--- src/hdl/http_request_line_parser_top_defines.svh ---
// Assertion macros shared by the request-line parser RTL.
`ifndef HTTP_REQUEST_LINE_PARSER_TOP_DEFINES_SVH
`define HTTP_REQUEST_LINE_PARSER_TOP_DEFINES_SVH

// Antecedent holds, so the consequent holds in the same cycle.
`define HRLP_ASSERT_NOW(label, ante, cons) \
    label: assert property (@(posedge i_clk) disable iff (!i_rst_n) \
        (ante) |-> (cons)) else $error("request-line parser check failed");

// Antecedent holds, so the consequent holds in the next cycle.
`define HRLP_ASSERT_NEXT(label, ante, cons) \
    label: assert property (@(posedge i_clk) disable iff (!i_rst_n) \
        (ante) |=> (cons)) else $error("request-line parser check failed");

`endif

--- src/hdl/hrlp_pkg.sv ---
// Package with types, constants and keyword tables of the request-line parser.
`default_nettype none

package hrlp_pkg;

    localparam int LENGTH_BITS  = 16;
    localparam int TARGET_LEN_W = 16;
    localparam int CMP_W        = (LENGTH_BITS > TARGET_LEN_W) ? LENGTH_BITS + 1
                                                               : TARGET_LEN_W + 1;

    localparam logic [TARGET_LEN_W-1:0] MAX_LEN_RESET = TARGET_LEN_W'(2048);

    localparam logic [7:0] CH_SPACE = 8'h20;
    localparam logic [7:0] CH_TAB   = 8'h09;
    localparam logic [7:0] CH_CR    = 8'h0D;
    localparam logic [7:0] CH_LF    = 8'h0A;

    localparam logic [3:0] METHOD_NONE  = 4'd8;
    localparam logic [1:0] VERSION_NONE = 2'd3;
    localparam logic [3:0] TPOS_MAX     = 4'd15;
    localparam logic [3:0] VERSION_LEN  = 4'd8;

    typedef enum logic [2:0] {
        PH_LEAD,
        PH_METHOD,
        PH_GAP1,
        PH_TARGET,
        PH_GAP2,
        PH_VERSION,
        PH_TRAIL,
        PH_EXPECT_LF
    } t_phase;

    typedef enum logic [2:0] {
        ST_200 = 3'd0,
        ST_400 = 3'd1,
        ST_501 = 3'd2,
        ST_414 = 3'd3,
        ST_505 = 3'd4
    } t_status;

    typedef struct packed {
        logic                    kind;
        logic [7:0]              target_byte;
        t_status                 status;
        logic [3:0]              method_code;
        logic [1:0]              version_code;
        logic [TARGET_LEN_W-1:0] target_length;
    } t_result;

    localparam logic [63:0] METHOD_NAME [8] = '{
        64'("GET"), 64'("HEAD"), 64'("POST"), 64'("PUT"),
        64'("DELETE"), 64'("CONNECT"), 64'("OPTIONS"), 64'("TRACE")
    };
    localparam logic [3:0] METHOD_LEN [8] = '{
        4'd3, 4'd4, 4'd4, 4'd3, 4'd6, 4'd7, 4'd7, 4'd5
    };
    localparam logic [63:0] VERSION_NAME [3] = '{
        64'("HTTP/1.0"), 64'("HTTP/1.1"), 64'("HTTP/2.0")
    };

    // Character of a method name at a position below its length.
    function automatic logic [7:0] method_char(input logic [2:0] idx,
                                               input logic [3:0] pos);
        logic [63:0] name;
        logic [3:0]  shift;
        name  = METHOD_NAME[idx];
        shift = METHOD_LEN[idx] - pos - 4'd1;
        return name[{shift[2:0], 3'b000} +: 8];
    endfunction

    function automatic logic [7:0] version_char(input logic [1:0] idx,
                                                input logic [2:0] pos);
        logic [63:0] name;
        logic [2:0]  shift;
        name  = VERSION_NAME[idx];
        shift = 3'd7 - pos;
        return name[{shift, 3'b000} +: 8];
    endfunction

    function automatic logic [1:0] version_code(input logic [2:0] cand);
        logic [1:0] code;
        case (cand)
            3'b001:  code = 2'd0;
            3'b010:  code = 2'd1;
            3'b100:  code = 2'd2;
            default: code = VERSION_NONE;
        endcase
        return code;
    endfunction

endpackage

`default_nettype wire

--- src/hdl/hrlp_core.sv ---
// Parser state and the single-pass step logic for one request byte.
`default_nettype none

module hrlp_core (
    input  wire logic                                     i_clk,
    input  wire logic                                     i_rst_n,
    input  wire logic                                     i_step,
    input  wire logic                                     i_start,
    input  wire logic [7:0]                               i_byte,
    input  wire logic [hrlp_pkg::TARGET_LEN_W-1:0]        i_max_len,
    output      logic                                     o_res_valid,
    output      hrlp_pkg::t_result                        o_res
);

    localparam int LB = hrlp_pkg::LENGTH_BITS;
    localparam int OW = hrlp_pkg::TARGET_LEN_W;
    localparam int CW = hrlp_pkg::CMP_W;

    hrlp_pkg::t_phase r_phase, n_phase, e_phase;
    logic [7:0]       r_mcand, n_mcand, e_mcand;
    logic [2:0]       r_vcand, n_vcand, e_vcand;
    logic [3:0]       r_tpos, n_tpos, e_tpos;
    logic [LB-1:0]    r_len, n_len, e_len;
    logic [3:0]       r_mfound, n_mfound, e_mfound;
    logic             r_vgiven, n_vgiven, e_vgiven;

    logic             ws, eol;
    logic [7:0]       m_fed, m_end;
    logic [3:0]       m_low;
    logic [2:0]       v_fed;
    logic [3:0]       v_pos, tpos_inc, v_tpos_inc;
    logic [LB:0]      len_next;
    logic [CW-1:0]    len_cmp, max_cmp;
    logic [OW+LB-1:0] len_wide;

    logic                  res_valid, pass;
    hrlp_pkg::t_status     status;
    logic [7:0]            pass_byte;

    always_comb begin
        e_phase  = r_phase;
        e_mcand  = r_mcand;
        e_vcand  = r_vcand;
        e_tpos   = r_tpos;
        e_len    = r_len;
        e_mfound = r_mfound;
        e_vgiven = r_vgiven;
        if (i_start) begin
            e_phase  = hrlp_pkg::PH_LEAD;
            e_mcand  = 8'hFF;
            e_vcand  = 3'b111;
            e_tpos   = 4'd0;
            e_len    = '0;
            e_mfound = hrlp_pkg::METHOD_NONE;
            e_vgiven = 1'b0;
        end
    end

    always_comb begin
        ws  = (i_byte == hrlp_pkg::CH_SPACE) || (i_byte == hrlp_pkg::CH_TAB);
        eol = (i_byte == hrlp_pkg::CH_CR) || (i_byte == hrlp_pkg::CH_LF);
        tpos_inc = (e_tpos == hrlp_pkg::TPOS_MAX) ? e_tpos : e_tpos + 4'd1;
        v_pos    = (e_phase == hrlp_pkg::PH_GAP2) ? 4'd0 : e_tpos;
        v_tpos_inc = (v_pos == hrlp_pkg::TPOS_MAX) ? v_pos : v_pos + 4'd1;
        for (int i = 0; i < 8; i++) begin
            m_fed[i] = e_mcand[i] && (e_tpos < hrlp_pkg::METHOD_LEN[i])
                       && (hrlp_pkg::method_char(3'(i), e_tpos) == i_byte);
            m_end[i] = e_mcand[i] && (e_tpos == hrlp_pkg::METHOD_LEN[i]);
        end
        m_low = hrlp_pkg::METHOD_NONE;
        for (int i = 7; i >= 0; i--) begin
            if (m_end[i]) begin
                m_low = 4'(i);
            end
        end
        for (int i = 0; i < 3; i++) begin
            v_fed[i] = e_vcand[i] && (v_pos < hrlp_pkg::VERSION_LEN)
                       && (hrlp_pkg::version_char(2'(i), v_pos[2:0]) == i_byte);
        end
        len_next = {1'b0, e_len} + {{LB{1'b0}}, 1'b1};
        len_cmp  = CW'(len_next);
        max_cmp  = CW'(i_max_len);
    end

    always_comb begin
        n_phase   = e_phase;
        n_mcand   = e_mcand;
        n_vcand   = e_vcand;
        n_tpos    = e_tpos;
        n_len     = e_len;
        n_mfound  = e_mfound;
        n_vgiven  = e_vgiven;
        res_valid = 1'b0;
        pass      = 1'b0;
        pass_byte = 8'd0;
        status    = hrlp_pkg::ST_200;
        if (!e_vgiven) begin
            case (e_phase)
                hrlp_pkg::PH_LEAD, hrlp_pkg::PH_METHOD: begin
                    if (e_phase == hrlp_pkg::PH_METHOD && (ws || eol)) begin
                        n_mcand = m_end;
                        if (m_end == 8'd0) begin
                            res_valid = 1'b1;
                            status    = hrlp_pkg::ST_501;
                        end else begin
                            n_mfound = m_low;
                            if (eol) begin
                                res_valid = 1'b1;
                                status    = hrlp_pkg::ST_400;
                            end else begin
                                n_phase = hrlp_pkg::PH_GAP1;
                            end
                        end
                    end else if (e_phase == hrlp_pkg::PH_LEAD && ws) begin
                        n_phase = e_phase;
                    end else if (e_phase == hrlp_pkg::PH_LEAD && eol) begin
                        res_valid = 1'b1;
                        status    = hrlp_pkg::ST_400;
                    end else begin
                        n_phase = hrlp_pkg::PH_METHOD;
                        n_mcand = m_fed;
                        n_tpos  = tpos_inc;
                        if (m_fed == 8'd0) begin
                            res_valid = 1'b1;
                            status    = hrlp_pkg::ST_501;
                        end
                    end
                end
                hrlp_pkg::PH_GAP1, hrlp_pkg::PH_TARGET: begin
                    if (ws) begin
                        if (e_phase == hrlp_pkg::PH_TARGET) begin
                            n_phase = hrlp_pkg::PH_GAP2;
                        end
                    end else if (eol) begin
                        res_valid = 1'b1;
                        status    = hrlp_pkg::ST_400;
                    end else begin
                        n_phase   = hrlp_pkg::PH_TARGET;
                        n_len     = len_next[LB] ? {LB{1'b1}} : len_next[LB-1:0];
                        res_valid = 1'b1;
                        if (len_cmp > max_cmp) begin
                            status = hrlp_pkg::ST_414;
                        end else begin
                            pass      = 1'b1;
                            pass_byte = i_byte;
                        end
                    end
                end
                hrlp_pkg::PH_GAP2, hrlp_pkg::PH_VERSION: begin
                    if (e_phase == hrlp_pkg::PH_VERSION && (ws || eol)) begin
                        if (e_tpos != hrlp_pkg::VERSION_LEN || e_vcand == 3'd0) begin
                            n_vcand   = 3'd0;
                            res_valid = 1'b1;
                            status    = hrlp_pkg::ST_505;
                        end else if (ws) begin
                            n_phase = hrlp_pkg::PH_TRAIL;
                        end else if (i_byte == hrlp_pkg::CH_CR) begin
                            n_phase = hrlp_pkg::PH_EXPECT_LF;
                        end else begin
                            res_valid = 1'b1;
                            status    = hrlp_pkg::ST_400;
                        end
                    end else if (e_phase == hrlp_pkg::PH_GAP2 && ws) begin
                        n_phase = e_phase;
                    end else if (e_phase == hrlp_pkg::PH_GAP2 && eol) begin
                        res_valid = 1'b1;
                        status    = hrlp_pkg::ST_400;
                    end else begin
                        n_phase = hrlp_pkg::PH_VERSION;
                        n_vcand = v_fed;
                        n_tpos  = v_tpos_inc;
                        if (v_fed == 3'd0) begin
                            res_valid = 1'b1;
                            status    = hrlp_pkg::ST_505;
                        end
                    end
                end
                hrlp_pkg::PH_TRAIL: begin
                    if (i_byte == hrlp_pkg::CH_CR) begin
                        n_phase = hrlp_pkg::PH_EXPECT_LF;
                    end else if (!ws) begin
                        res_valid = 1'b1;
                        status    = hrlp_pkg::ST_400;
                    end
                end
                hrlp_pkg::PH_EXPECT_LF: begin
                    res_valid = 1'b1;
                    status    = (i_byte == hrlp_pkg::CH_LF) ? hrlp_pkg::ST_200
                                                            : hrlp_pkg::ST_400;
                end
                default: begin
                    n_phase = e_phase;
                end
            endcase
        end
        if (res_valid && !pass) begin
            n_vgiven = 1'b1;
        end
    end

    always_comb begin
        len_wide            = {{OW{1'b0}}, n_len};
        o_res_valid         = res_valid;
        o_res.kind          = !pass;
        o_res.target_byte   = pass_byte;
        o_res.status        = status;
        o_res.method_code   = n_mfound;
        o_res.version_code  = hrlp_pkg::version_code(n_vcand);
        o_res.target_length = len_wide[OW-1:0];
    end

    always_ff @(posedge i_clk) begin
        if (!i_rst_n) begin
            r_phase  <= hrlp_pkg::PH_LEAD;
            r_mcand  <= 8'hFF;
            r_vcand  <= 3'b111;
            r_tpos   <= 4'd0;
            r_len    <= '0;
            r_mfound <= hrlp_pkg::METHOD_NONE;
            r_vgiven <= 1'b0;
        end else if (i_step) begin
            r_phase  <= n_phase;
            r_mcand  <= n_mcand;
            r_vcand  <= n_vcand;
            r_tpos   <= n_tpos;
            r_len    <= n_len;
            r_mfound <= n_mfound;
            r_vgiven <= n_vgiven;
        end
    end

endmodule

`default_nettype wire

--- src/hdl/http_request_line_parser_top.sv ---
// Top level of the request-line parser: input register, parser core, result register.
// A byte's result is registered when the core takes it, as the input register refills.
// Throughput: one byte per cycle unless the output stalls.
// The parser core compares a byte against all method or version candidates in parallel.
// Reset is synchronous and active low; it empties both registers, clears the parser
// and sets the target length limit to 2048.
`default_nettype none

module http_request_line_parser_top (
    input  wire logic                                 i_clk,
    input  wire logic                                 i_rst_n,
    input  wire logic                                 i_in_valid,
    output      logic                                 o_in_stall,
    input  wire logic                                 i_start_req,
    input  wire logic [7:0]                           i_byte_in,
    output      logic                                 o_out_valid,
    input  wire logic                                 i_out_stall,
    output      logic                                 o_kind,
    output      logic [7:0]                           o_target_byte,
    output      logic [2:0]                           o_status,
    output      logic [3:0]                           o_method_code,
    output      logic [1:0]                           o_version_code,
    output      logic [hrlp_pkg::TARGET_LEN_W-1:0]    o_target_length,
    input  wire logic                                 i_cfg_we,
    input  wire logic [hrlp_pkg::TARGET_LEN_W-1:0]    i_cfg_wdata
);

`include "http_request_line_parser_top_defines.svh"

    logic                                 r_in_valid, n_in_valid;
    logic                                 r_in_start;
    logic [7:0]                           r_in_byte;
    logic                                 r_out_valid, n_out_valid;
    hrlp_pkg::t_result                    r_out;
    logic [hrlp_pkg::TARGET_LEN_W-1:0]    r_max_len;
    logic                                 advance, in_accept;
    logic                                 res_valid;
    hrlp_pkg::t_result                    res;

    assign advance   = r_in_valid && (!r_out_valid || !i_out_stall);
    assign o_in_stall = r_in_valid && !advance;
    assign in_accept = i_in_valid && !o_in_stall;

    hrlp_core u_core (
        .i_clk       (i_clk),
        .i_rst_n     (i_rst_n),
        .i_step      (advance),
        .i_start     (r_in_start),
        .i_byte      (r_in_byte),
        .i_max_len   (r_max_len),
        .o_res_valid (res_valid),
        .o_res       (res)
    );

    always_comb begin
        n_in_valid = r_in_valid;
        if (in_accept) begin
            n_in_valid = 1'b1;
        end else if (advance) begin
            n_in_valid = 1'b0;
        end
        n_out_valid = r_out_valid;
        if (advance) begin
            n_out_valid = res_valid;
        end else if (r_out_valid && !i_out_stall) begin
            n_out_valid = 1'b0;
        end
    end

    always_ff @(posedge i_clk) begin
        if (!i_rst_n) begin
            r_in_valid  <= 1'b0;
            r_out_valid <= 1'b0;
            r_max_len   <= hrlp_pkg::MAX_LEN_RESET;
        end else begin
            r_in_valid  <= n_in_valid;
            r_out_valid <= n_out_valid;
            if (i_cfg_we) begin
                r_max_len <= i_cfg_wdata;
            end
        end
    end

    always_ff @(posedge i_clk) begin
        if (in_accept) begin
            r_in_start <= i_start_req;
            r_in_byte  <= i_byte_in;
        end
        if (advance) begin
            r_out <= res;
        end
    end

    assign o_out_valid     = r_out_valid;
    assign o_kind          = r_out.kind;
    assign o_target_byte   = r_out.target_byte;
    assign o_status        = r_out.status;
    assign o_method_code   = r_out.method_code;
    assign o_version_code  = r_out.version_code;
    assign o_target_length = r_out.target_length;

    `HRLP_ASSERT_NEXT(a_in_hold, r_in_valid && !advance, r_in_valid && $stable(r_in_byte))
    `HRLP_ASSERT_NOW(a_pass_ok, o_out_valid && !o_kind,
        o_status == hrlp_pkg::ST_200 && o_target_length != '0)
    `HRLP_ASSERT_NOW(a_verdict_byte, o_out_valid && o_kind, o_target_byte == 8'd0)
    `HRLP_ASSERT_NOW(a_status_range, o_out_valid, o_status <= hrlp_pkg::ST_505)

endmodule

`default_nettype wire
--- config.mk ---
export PLATFORM = sky130hd
export DESIGN_NAME = http_request_line_parser_top
export DESIGN_NICKNAME = d
export VERILOG_FILES = /design/src/hdl/hrlp_pkg.sv /design/src/hdl/hrlp_core.sv /design/src/hdl/http_request_line_parser_top.sv
export VERILOG_INCLUDE_DIRS = /design/src /design/src/hdl
export SDC_FILE = /design/constraint.sdc
export NUM_CORES = 1
export LEC_CHECK = 0
export ABC_CLOCK_PERIOD_IN_PS = 3700
export BUFFER_PORTS_ARGS = -buffer_cell sky130_fd_sc_hd__buf_4
export CORE_MARGIN = 5
export CORE_UTILIZATION = 55
export DETAILED_ROUTE_END_ITERATION = 7
export PLACE_DENSITY = 0.81
export SLEW_MARGIN = 10
export SYNTH_ARGS = -nofsm -noshare
export SYNTH_HDL_FRONTEND = slang
export SYNTH_SLANG_ARGS = --single-unit
--- constraint.sdc ---
create_clock -name i_clk -period 3.7 [get_ports i_clk]
set_clock_uncertainty 0.1 [all_clocks]
set_input_delay 1.11 -clock i_clk [delete_from_list [all_inputs] [get_ports i_clk]]
set_output_delay 1.11 -clock i_clk [all_outputs]
set_load 0.01 [all_outputs]
==> metrics.cfg <==
[outcome]
run_status=finished, final reports clean

[yosys]
synth_area_leader_cell=sky130_fd_sc_hd__edfxtp_1
synthDistinctLibCells=77
synth_xor_xnor_area_share_pct=5.40
number_of_enable_type_register_cells_in_the_synthesized_netlist=43
synth.top_cell.area_share_pct=18.1
async_reset_ff_share_pct=0
post_synth_inst_count=866
synth-compound-area-share_pct=20.6
synth.yosys.seq_area_share_pct=34.1
area_share_of_fa_ha_maj_cells_after_synthesis_pct=5.61
yosysWarnings=0
avgSynthCellArea_um2=8.24
synth-simple-area-share_pct=25.8
synth_ff_type=sky130_fd_sc_hd__dfxtp_1
syn_area_um2=7140
synth_area_leaders=sky130_fd_sc_hd__edfxtp_1 18%, sky130_fd_sc_hd__dfxtp_1 16%, sky130_fd_sc_hd__ha_1 5.6%
synth_top_family_by_area=simple AND/OR/NAND/NOR gates
muxShareOfSynthArea_pct=2.95
syn-num-nets=928
synth_seq_cells=100

[clock_tree]
clock_latency_of_the_later_clocked_register_in_the_worst_skew_pair_ns=0.36
clock_tree_from_tritoncts=done
ctsRootBufferMaster=sky130_fd_sc_hd__clkbuf_16
cts_hold_repair.buffers=0
tritoncts.num_buffers=9
cts.htree.levels=3
clk_transition_reported_paths_ns=0.07
tritoncts_num_sinks=100
max-clock-path-buffers=2

[routing]
drt-initial-drc-count=872
vias_per_instance=6.25
num_vias=6908
drtAntennaViolNets=0
post-route-drc-count=0
drt-pass1-iter-count=5
avgRoutedWirePerCell_um=18.2
routed_wirelength_um=20100

[sta]
finalWorstPathRequiredPeriod_ns=3.58
maxSlewHeadroom_pct=50.4
timing.hold.ws_ns=0.377
achievable_freq_mhz=279
final.period_utilization_pct=96.8
tightest_slew_ns=0.742
hold_violations=0
timing.final.setup_violations=0
maxSlewViolCount=0

[hold_path]
timing.hold.worst.start=u_core.r_mfound[0]
worst_hold_path.num_cells=2
hold_path.class=reg2reg

[worst_setup_path]
timing.critical_path.fanout_max=22
setup.worst_path.class=reg2reg
critPathLaunch=r_in_start
worst-r2r-cell-count=15
end_kind=flip-flop
timing.rr.end=o_out_valid
cp-endpoint=o_out_valid
crit_path_frequent_cell=sky130_fd_sc_hd__buf_4
cpPeakStageDelay_ns=0.42
critical_path.cell_chain=buf_4, buf_12, nor2b_1, buf_4, inv_1, buf_4, ha_1, xnor2_1, and4_1, o211ai_1, nand3_1, nor2_1, a311oi_2, nor3_1, a32o_1
worst-endpoint-required_ns=3.89
r2r_path_start=r_in_start
cp.arrival_ns=3.78
critPathSlowestCell=sky130_fd_sc_hd__edfxtp_1
worst-r2r-setup-slack_ns=0.12
setup.worst_path.start_class=flip-flop

[grt]
antenna_violations_before_repair=0
global_route.overflow_total=0
largest_net_degree_at_the_start_of_global_routing=63
first_global_vias=6264
globalRouteTotalUtil_pct=26.0
grt_first_pass_wirelength_um=31500

[placed_design]
post_dp_cell_area_um2=7970
place.gp.congestion=0.977
dp_hpwl_um=14500
post_placement_cell_count=1087
portBuffers=65

[layout]
post_route_cells_drive_above_1_share_pct=17.7
final_non_filler_cell_area_um2=8310
final_cells=1106
final_cell_mix=112 x sky130_fd_sc_hd__buf_4, 91 x sky130_fd_sc_hd__nand2_1, 76 x sky130_fd_sc_hd__nor2_1
antenna-diode-count=0
syn_to_final_growth_pct=16.5
final_nets=991
leading_cell_type_in_the_layout_fill_and_taps_excluded=sky130_fd_sc_hd__buf_4

[floorplanning]
start_util_pct=56.3
floorplan.core_area_um2=12700
die_height_um=124
die_footprint_um2=15400
placement_rows=41
num_io_pins=66
die_x_um=124

[pwr]
power.ir.vdd_worst_v=0.000280
powerDensity_nw_per_um2=319
leakagePower_nw=3.25

[flow_run]
drv.max_cap_violation_count=0

==> registers in the layout, indices dropped and copies added (netlist names), 4 cells and up <==
signal and cells:
u_core.r_tpos 4, o_target_byte 8, u_core.r_len 16, u_core.r_mcand 8, o_method_code 4, r_max_len 16, u_core.r_mfound 4, r_in_byte 8
o_target_length 16
==> critical path: cells and delay by family (launching register included) <==
kind	cells	cell delay, ns
XOR/XNOR	1	0.14
AO/OA/AOI/OAI	3	0.51
adder cells (fa/ha/maj)	1	0.27
buffers and inverters	5	0.92
AND/OR/NAND/NOR	5	1.16
flip-flops	1	0.42
==> logic make-up (layout without fill, tap and decap cells) <==
kind of cell | after synthesis | after routing
XOR/XNOR | 44 | 44
multiplexers | 21 | 21
flip-flops | 100 | 100
AND/OR/NAND/NOR | 354 | 354
adder cells (fa/ha/maj) | 32 | 32
buffers and inverters | 98 | 166
AO/OA/AOI/OAI | 217 | 217
==> metrics by stage <==
step | setup WS [ns] | setup TNS (ns) | util [%] | power [mW]
global placement | 0.0728 | 0 | 62.9 | 1.71
detailed placement | -0.0127 | -0.0231 | 62.9 | 1.73
global route | -0.0775 | -0.381 | 65.6 | 2.74
CTS | 0.0461 | 0 | 65.2 | 2.64
floorplan | 0.00540 | 0 | - | 1.57
finish | 0.119 | 0 | 65.6 | 2.65
==> report_power, final <==
part | internal, mW | total (mW) | switching (mW) | leakage (nW)
clock | 0.467 | 0.927 | 0.460 | 0.139
combinational | 0.197 | 0.464 | 0.267 | 2.24
sequential | 1.20 | 1.26 | 0.0548 | 0.871
==> worst min-delay path by stage <==
stage                         endpoint  slack, ns
floorplan           u_core.r_mfound[0]       0.35
global placement    u_core.r_mfound[0]       0.36
detailed placement  u_core.r_mfound[0]       0.37
CTS                 u_core.r_mfound[0]       0.38
global route        u_core.r_mfound[0]       0.40
finish              u_core.r_mfound[0]       0.38
==> synthesized netlist by cell type (21+ instances only) <==
cell                       instances
sky130_fd_sc_hd__dfxtp_1          57
sky130_fd_sc_hd__ha_1             32
sky130_fd_sc_hd__nand3_1          26
sky130_fd_sc_hd__xnor2_1          25
sky130_fd_sc_hd__edfxtp_1         43
sky130_fd_sc_hd__o21ai_0          51
sky130_fd_sc_hd__nor2_1           76
sky130_fd_sc_hd__mux2i_1          21
sky130_fd_sc_hd__nand2_1          91
sky130_fd_sc_hd__clkbuf_1         41
sky130_fd_sc_hd__nor2b_1          32
sky130_fd_sc_hd__a21oi_1          47
sky130_fd_sc_hd__inv_1            34
==> per-layer routing <==
layer / GRT usage, % / part of all wire [%]
met2: 40.2 / 45
met3: 4.77 / 9.3
met5: 0 / 0
met4: 9.03 / 2.2
met1: 36.7 / 43
==> layout make-up <==
| class | instances | area [µm²] |
|---|---|---|
| Clock inverter | 7 | 56.3 |
| Tap cell | 172 | 215 |
| Inverter | 37 | 139 |
| Clock buffer | 9 | 225 |
| Timing Repair Buffer | 113 | 861 |
| Sequential cell | 100 | 2430 |
| Fill cell | 1043 | 4360 |
| Multi-Input combinational cell | 668 | 4380 |
==> what timing repair did <==
| item | in CTS | in global routing |
|---|---|---|
| setup endpoints to repair | 2 | 14 |
| cloned | 0 | 0 |
| gates resized for setup | 1 | 6 |
| setup buffers | 0 | 3 |
| pin swaps | 0 | 0 |
Power figures use the tool's default switching activity.
